===== src/hdl/led_strip_pulse_encoder_top_defines.svh =====
// Assertion macros used by the pulse encoder top level.
`ifndef LED_STRIP_PULSE_ENCODER_TOP_DEFINES_SVH
`define LED_STRIP_PULSE_ENCODER_TOP_DEFINES_SVH

`ifndef SYNTHESIS
`define LPE_ASSERT(lbl, clk, rstn, prop) \
  lbl: assert property (@(posedge clk) disable iff (!rstn) prop) \
    else $error("lpe assertion failed");
`define LPE_ASSERT_NEVER(lbl, clk, rstn, cond) \
  lbl: assert property (@(posedge clk) disable iff (!rstn) !(cond)) \
    else $error("lpe forbidden condition seen");
`else
`define LPE_ASSERT(lbl, clk, rstn, prop)
`define LPE_ASSERT_NEVER(lbl, clk, rstn, cond)
`endif

`endif


===== src/hdl/lpe_pkg.sv =====
// Types and constants of the LED strip pulse encoder.
package lpe_pkg;

  localparam int CFG_W          = 10;
  localparam int BYTE_W         = 8;
  localparam int BITS_PER_PIXEL = 24;
  localparam int CNT_W          = 5;
  localparam int CFG_IDX_W      = 3;

  localparam logic [CFG_W-1:0] ONE_HIGH_RST  = 10'd12;
  localparam logic [CFG_W-1:0] ONE_LOW_RST   = 10'd7;
  localparam logic [CFG_W-1:0] ZERO_HIGH_RST = 10'd6;
  localparam logic [CFG_W-1:0] ZERO_LOW_RST  = 10'd13;

  typedef enum logic [CFG_IDX_W-1:0] {
    REG_ONE_HIGH  = 3'd0,
    REG_ONE_LOW   = 3'd1,
    REG_ZERO_HIGH = 3'd2,
    REG_ZERO_LOW  = 3'd3
  } cfg_reg_e;

  typedef struct packed {
    logic [BYTE_W-1:0] green;
    logic [BYTE_W-1:0] red;
    logic [BYTE_W-1:0] blue;
    logic              last_pixel;
  } pixel_t;

  typedef struct packed {
    logic             bit_value;
    logic [CFG_W-1:0] high_time;
    logic [CFG_W-1:0] low_time;
    logic             pixel_done;
    logic             frame_done;
  } pulse_t;

  typedef struct packed {
    logic [CFG_W-1:0] one_high;
    logic [CFG_W-1:0] one_low;
    logic [CFG_W-1:0] zero_high;
    logic [CFG_W-1:0] zero_low;
  } timing_t;

  typedef struct packed {
    logic             busy;
    logic [CNT_W-1:0] count;
  } ser_status_t;

endpackage


===== src/hdl/lpe_scaler.sv =====
// Brightness scaling: divides each color byte by a constant via reciprocal multiply.
module lpe_scaler #(
  parameter int BRIGHTNESS_DIVISOR = 6
) (
  input  lpe_pkg::pixel_t pix_in,
  output lpe_pkg::pixel_t pix_out
);

  localparam int DIV     = (BRIGHTNESS_DIVISOR == 0) ? 1 : BRIGHTNESS_DIVISOR;
  localparam int SHIFT   = 2 * lpe_pkg::BYTE_W;
  localparam int RECIP   = ((1 << SHIFT) + DIV - 1) / DIV;
  localparam int RECIP_W = SHIFT + 1;
  localparam int PROD_W  = RECIP_W + lpe_pkg::BYTE_W;

  localparam logic [RECIP_W-1:0] RECIP_C = RECIP_W'(RECIP);

  function automatic logic [lpe_pkg::BYTE_W-1:0] scale(input logic [lpe_pkg::BYTE_W-1:0] v);
    logic [PROD_W-1:0] prod;
    prod  = PROD_W'(v) * PROD_W'(RECIP_C);
    scale = prod[SHIFT +: lpe_pkg::BYTE_W];
  endfunction

  always_comb begin
    pix_out.green      = scale(pix_in.green);
    pix_out.red        = scale(pix_in.red);
    pix_out.blue       = scale(pix_in.blue);
    pix_out.last_pixel = pix_in.last_pixel;
  end

endmodule


===== src/hdl/lpe_serializer.sv =====
// Bit serializer: shifts out 24 pulse descriptors per pixel into an output register.
module lpe_serializer (
  input  logic                 clk,
  input  logic                 rst_n,
  input  logic                 in_valid,
  output logic                 in_ready,
  input  lpe_pkg::pixel_t      pix,
  input  lpe_pkg::timing_t     timing,
  output logic                 out_valid,
  input  logic                 out_ready,
  output lpe_pkg::pulse_t      out_data,
  output lpe_pkg::ser_status_t status
);

  logic [lpe_pkg::BITS_PER_PIXEL-1:0] bits_r, bits_nxt;
  logic [lpe_pkg::CNT_W-1:0]          cnt_r, cnt_nxt;
  logic                               busy_r, busy_nxt;
  logic                               last_r, last_nxt;
  logic                               out_valid_r, out_valid_nxt;
  lpe_pkg::pulse_t                    out_data_r, out_data_nxt;

  logic adv, at_end, load, cur_bit;

  assign adv      = busy_r && (!out_valid_r || out_ready);
  assign at_end   = (cnt_r == lpe_pkg::CNT_W'(lpe_pkg::BITS_PER_PIXEL - 1));
  assign in_ready = !busy_r || (adv && at_end);
  assign load     = in_valid && in_ready;
  assign cur_bit  = bits_r[lpe_pkg::BITS_PER_PIXEL-1];

  always_comb begin
    bits_nxt      = bits_r;
    cnt_nxt       = cnt_r;
    busy_nxt      = busy_r;
    last_nxt      = last_r;
    out_valid_nxt = out_valid_r;
    out_data_nxt  = out_data_r;
    if (load) begin
      bits_nxt = {pix.green, pix.red, pix.blue};
      cnt_nxt  = '0;
      busy_nxt = 1'b1;
      last_nxt = pix.last_pixel;
    end else if (adv) begin
      bits_nxt = bits_r << 1;
      cnt_nxt  = cnt_r + 1'b1;
      if (at_end) begin
        busy_nxt = 1'b0;
        cnt_nxt  = '0;
      end
    end
    if (adv) begin
      out_valid_nxt           = 1'b1;
      out_data_nxt.bit_value  = cur_bit;
      out_data_nxt.high_time  = cur_bit ? timing.one_high : timing.zero_high;
      out_data_nxt.low_time   = cur_bit ? timing.one_low : timing.zero_low;
      out_data_nxt.pixel_done = at_end;
      out_data_nxt.frame_done = at_end && last_r;
    end else if (out_ready) begin
      out_valid_nxt = 1'b0;
    end
  end

  always_ff @(posedge clk) begin
    if (!rst_n) begin
      busy_r      <= 1'b0;
      cnt_r       <= '0;
      out_valid_r <= 1'b0;
    end else begin
      busy_r      <= busy_nxt;
      cnt_r       <= cnt_nxt;
      out_valid_r <= out_valid_nxt;
    end
    bits_r     <= bits_nxt;
    last_r     <= last_nxt;
    out_data_r <= out_data_nxt;
  end

  assign out_valid    = out_valid_r;
  assign out_data     = out_data_r;
  assign status.busy  = busy_r;
  assign status.count = cnt_r;

endmodule


===== src/hdl/led_strip_pulse_encoder_top.sv =====
// LED strip pulse encoder: timing registers, brightness scaler and serializer.
// The first pulse descriptor is registered after the accepted pixel is loaded into the shift register.
// The bit shifter gives one descriptor per cycle while out_ready does not stall it;
// the next pixel is taken in the cycle its predecessor's last bit is sent.
// Reset (synchronous, rst_n low): pipeline empties, timing registers return to
// 12/7/6/13.
`include "led_strip_pulse_encoder_top_defines.svh"

module led_strip_pulse_encoder_top #(
  parameter int BRIGHTNESS_DIVISOR = 6
) (
  input  logic                                clk,
  input  logic                                rst_n,
  input  logic                                in_valid,
  output logic                                in_ready,
  input  lpe_pkg::pixel_t                     in_data,
  output logic                                out_valid,
  input  logic                                out_ready,
  output lpe_pkg::pulse_t                     out_data,
  input  logic                                cfg_wr_en,
  input  logic [lpe_pkg::CFG_IDX_W-1:0]       cfg_index,
  input  logic [lpe_pkg::CFG_W-1:0]           cfg_wdata
);

  lpe_pkg::timing_t     timing_r, timing_nxt;
  lpe_pkg::pixel_t      pix_scaled;
  lpe_pkg::ser_status_t ser_status;

  always_comb begin
    timing_nxt = timing_r;
    if (cfg_wr_en) begin
      unique case (lpe_pkg::cfg_reg_e'(cfg_index))
        lpe_pkg::REG_ONE_HIGH:  timing_nxt.one_high  = cfg_wdata;
        lpe_pkg::REG_ONE_LOW:   timing_nxt.one_low   = cfg_wdata;
        lpe_pkg::REG_ZERO_HIGH: timing_nxt.zero_high = cfg_wdata;
        lpe_pkg::REG_ZERO_LOW:  timing_nxt.zero_low  = cfg_wdata;
        default:                timing_nxt = timing_r;
      endcase
    end
  end

  always_ff @(posedge clk) begin
    if (!rst_n) begin
      timing_r.one_high  <= lpe_pkg::ONE_HIGH_RST;
      timing_r.one_low   <= lpe_pkg::ONE_LOW_RST;
      timing_r.zero_high <= lpe_pkg::ZERO_HIGH_RST;
      timing_r.zero_low  <= lpe_pkg::ZERO_LOW_RST;
    end else begin
      timing_r <= timing_nxt;
    end
  end

  lpe_scaler #(
    .BRIGHTNESS_DIVISOR(BRIGHTNESS_DIVISOR)
  ) u_scaler (
    .pix_in (in_data),
    .pix_out(pix_scaled)
  );

  lpe_serializer u_serializer (
    .clk      (clk),
    .rst_n    (rst_n),
    .in_valid (in_valid),
    .in_ready (in_ready),
    .pix      (pix_scaled),
    .timing   (timing_r),
    .out_valid(out_valid),
    .out_ready(out_ready),
    .out_data (out_data),
    .status   (ser_status)
  );

  `LPE_ASSERT(a_frame_implies_pixel, clk, rst_n, out_valid |-> (!out_data.frame_done || out_data.pixel_done))
  `LPE_ASSERT(a_accept_sets_busy, clk, rst_n, (in_valid && in_ready) |=> (ser_status.busy && ser_status.count == '0))
  `LPE_ASSERT(a_out_from_busy, clk, rst_n, $rose(out_valid) |-> $past(ser_status.busy))
  `LPE_ASSERT_NEVER(a_idle_count_zero, clk, rst_n, !ser_status.busy && $past(rst_n) && ser_status.count != '0)

endmodule

===== config.mk =====
export PLATFORM = sky130hd
export DESIGN_NAME = led_strip_pulse_encoder_top
export DESIGN_NICKNAME = d
export VERILOG_FILES = /design/src/hdl/lpe_pkg.sv /design/src/hdl/lpe_scaler.sv /design/src/hdl/lpe_serializer.sv /design/src/hdl/led_strip_pulse_encoder_top.sv
export VERILOG_INCLUDE_DIRS = /design/src /design/src/hdl
export SDC_FILE = /design/constraint.sdc
export NUM_CORES = 1
export LEC_CHECK = 0
export BUFFER_PORTS_ARGS = -buffer_cell sky130_fd_sc_hd__buf_2
export CAP_MARGIN = 25
export CORE_MARGIN = 2
export CORE_UTILIZATION = 55
export DETAILED_ROUTE_END_ITERATION = 8
export PLACE_DENSITY = 0.77
export SYNTH_ARGS = -nofsm -noshare
export SYNTH_HDL_FRONTEND = slang
export SYNTH_SLANG_ARGS = --single-unit

===== constraint.sdc =====
create_clock -name clk -period 3.7 [get_ports clk]
set_input_delay 0.185 -clock clk [delete_from_list [all_inputs] [get_ports clk]]
set_output_delay 0.185 -clock clk [all_outputs]
set_load 0.05 [all_outputs]

==> qor.csv <==
stage,metric,value,unit
global_route,first-pass GRT wire length,25.6,mm
finish,proportion of layout cells with a drive suffix above 1,27.0,%
power,PwrDens,481,mW/mm^2
sta,Hold Slack,0.0216,ns
synth,Synth area leaders,"ha_1 24%, edfxtp_1 16%, dfxtp_1 14%",
floorplanning,Core Footprint,0.0138,mm^2
synth,Yosys top cell area share,23.6,%
worst_setup_path,crit path kind,primary input to register,
sta,Tcrit/Tclk final,106,%
synth,yosys warns,0,
cts,Root Buffer,clkbuf_16,
sta,fin crit period,3.91,ns
floorplanning,# rows,43,
sta,Slew headroom,48.6,%
route,"wirelength, routed",16.2,mm
synth,Post-synth top flop,dfxtp_1,
finish,Area growth syn-to-layout,25.8,%
floorplanning,Initial Utilization,55.9,%
route,WL/cell,14.7,um
route,routed vias,6003,
worst_setup_path,Startpoint Class,primary input,
placed_design,hpwl dp,11.5,mm
synth,Syn Area/Cell,9.89,um^2
power,maximum vdd drop,229,uV
global_route,GRT met1 Usage,27.4,%
finish,antenna cells,0,
global_route,largest net degree at the start of global routing,44,
min_path,worst min path class,primary input to register,
sta,count of final hold-check violations,0,
run_status,status,"finished, violations left",
sta,Final WS setup,-0.207,ns
worst_setup_path,WP data arrival,4.00,ns
cts,TritonCTS clock tree,built,
worst_setup_path,Crit-path slowest cell,fa_1,
global_route,antenna violations before repair,0,
synth,Post-synth EDFFs,42,
sta,RSZ-0062 raised after global routing,true,
cts,CTS Buf Count,9,
cts,Worst-path clk slew,0.07,ns
global_route,GR peak layer,met2,
cts,CTS sink cnt,95,
run,MaxCap Viol Count,0,
placed_design,Port Buffers,67,
power,P_leak,0.00457,uW
run_status,failing checks,negative setup slack,
worst_setup_path,CP required,3.79,ns
worst_setup_path,CP peak stage delay,0.55,ns
sta,Final setup viols,4,
synth,Yosys top cell by area,ha_1,
floorplanning,Die H,122,um
placed_design,Final Wtd Congestion,0.834,
placed_design,DP Cell Count,1076,
worst_setup_path,Top delay family on crit path,adder cells,
cts,clk buf depth,2,
floorplanning,DIE WIDTH,122,um
sta,Clock Skew,0.00778,ns
worst_setup_path,"most used cell, CP",inv_2,
finish,nets,1151,
cts,number of H-tree levels,3,
route,initial DRC count,341,
sta,count of pins over their slew limit,0,
global_route,vias in the first global route,5984,
power,Power Total,4660,uW
synth,post-synth cell types,50,
cts,# hold bufs at CTS,0,
route,DRC errors left,0,
synth,"FF+latch count, synth",95,
floorplanning,Boundary Pins,68,
floorplanning,die area,0.0150,mm^2
worst_setup_path,endpoint class of the critical path,register,
synth,synthesized area,0.00770,mm^2
global_route,met3 Use GR,2.60,%
global_route,Global Route met2 Usage,37.0,%
route,drt first pass iters,5,
cts,Worst-Skew Late Latency,0.34,ns
worst_setup_path,crit-path cells,"buf_8, ha_4, inv_2, fa_1, inv_2, fa_1, inv_2, fa_1, inv_2, ha_4, nand3_4, nor4_4, nand4_1, a31o_4, a211oi_4, o21ai_2, a31o_1",
sta,Tightest Pin Transition,0.770,ns
worst_setup_path,Crit path buffers/inverters,5,
synth,post-synthesis sequential area ratio,30.1,%
worst_setup_path,Worst Path Max Fanout,3,
global_route,gr ovfl total,0,
synth,Post-Syn Instances,779,
global_route,All-Layer GR Usage,20.9,%
synth,asr flop ratio synth,0,%
route,Vias/cell,5.44,
synth,Synth Net Count,1012,
sta,Max Clock Freq,256,MHz
route,Post-DRT Antenna Nets,0,
finish,fin cells,1103,
==> metrics by stage <==
stage | TNS, ns | area, um^2 | setup slack, ns | utilization [%]
floorplan | -0.216 | 7810 | -0.188 | -
global placement | -5.21 | 8810 | -0.488 | 64.0
detailed placement | -5.77 | 8810 | -0.577 | 64.0
CTS | -0.189 | 9250 | -0.0886 | 67.1
global route | -1.34 | 9690 | -0.281 | 70.3
finish | -0.401 | 9690 | -0.207 | 70.3
==> final timing paths <==
check / startpoint / end / slack [ns] / cells after the start
worst max-delay path: in_data[23] / u_serializer.bits_r[21]$_DFFE_PP_ / -0.21 / 17
worst min-delay path: in_data[0] / u_serializer.last_r$_DFFE_PP_ / 0.02 / 1
worst max register to register: u_serializer.out_valid$_SDFFE_PN0P_ / u_serializer.cnt_r[4]$_SDFFE_PP0P_ / 1.41 / 8
worst min register to register: u_serializer.bits_r[22]$_SDFFE_PP0P_ / u_serializer.bits_r[23]$_SDFFE_PP0P_ / 0.46 / 2
==> timing repair <==
item / in CTS / in global routing
setup endpoints to repair: 10 / 15
pin swaps: 16 / 45
resized for setup: 23 / 68
buffers inserted: 3 / 8
==> cell type report <==
type / instances / area, um^2
Multi-Input combinational cell: 554 / 5410
Inverter: 113 / 432
Sequential cell: 95 / 2320
Clock inverter: 7 / 61.3
Clock buffer: 9 / 225
Fill cell: 980 / 4090
Timing Repair Buffer: 145 / 1010
Tap cell: 180 / 225
==> cells in the mapped netlist (4+ instances only) <==
master and number:
xnor2_1 6, a31oi_1 6, xor2_1 6, a211o_1 4, a21boi_0 33, mux2_2 20
nand4_1 6, nand2_1 109, or3_1 4, nand3_1 32, a21oi_1 25, o21ai_0 15
a21o_1 19, o31ai_1 8, clkbuf_1 17, inv_1 111, and3_1 6, nor3_1 11
fa_1 45, edfxtp_1 42, nor2_1 9, ha_1 145, o21a_1 9, a211oi_1 5
dfxtp_1 53
==> routing by layer <==
| metal | routed length, um | up-vias |
|---|---|---|
| li1 | - | 2972 |
| met1 | 7100 | 2901 |
| met2 | 8420 | 109 |
| met3 | 508 | 21 |
| met4 | 195 | 0 |
| met5 | 0 | - |
==> flip-flops by register name, indices dropped and copies added, names as in the netlist <==
| signal | flops |
|---|---|
| u_serializer.out_data | 23 |
| u_serializer.busy_r | 1 |
| timing_r | 40 |
| u_serializer.bits_r | 24 |
| u_serializer.cnt_r | 5 |
| u_serializer.out_valid | 1 |
| u_serializer.last_r | 1 |
==> cell usage in the layout (no fill, tap or decap), types with 6 or more instances in the layout <==
cell type / n
ha_1: 124
nand2_1: 109
inv_1: 103
buf_4: 75
buf_2: 57
dfxtp_1: 53
fa_1: 42
edfxtp_1: 42
a21boi_0: 33
nand3_1: 29
a21oi_1: 22
mux2_2: 20
a21o_1: 19
ha_4: 18
nor3_1: 11
o21ai_0: 10
nor2_1: 9
o21a_1: 9
clkbuf_16: 9
buf_6: 9
nand4_1: 6
xor2_1: 6
and3_1: 6
==> cell families (layout without fill, tap and decap cells) <==
family / count (synthesis) / count (layout) / synth area share [%]
AO/OA/AOI/OAI: 142 / 142 / 12.9
XOR/XNOR: 12 / 12 / 1.36
adder cells (fa/ha/maj): 190 / 190 / 35.3
buffers and inverters: 130 / 274 / 6.34
flip-flops: 95 / 95 / 30.1
multiplexers: 20 / 20 / 2.92
AND/OR/NAND/NOR: 190 / 190 / 11.0
==> power by group <==
part | switching (uW) | leakage (uW) | internal (uW)
registers | 25.1 | 0.000836 | 1190
clock network | 419 | 0.000141 | 471
logic | 1330 | 0.00360 | 1220
total | 1770 | 0.00457 | 2880
No activity file was read; power rests on OpenSTA's default activity.
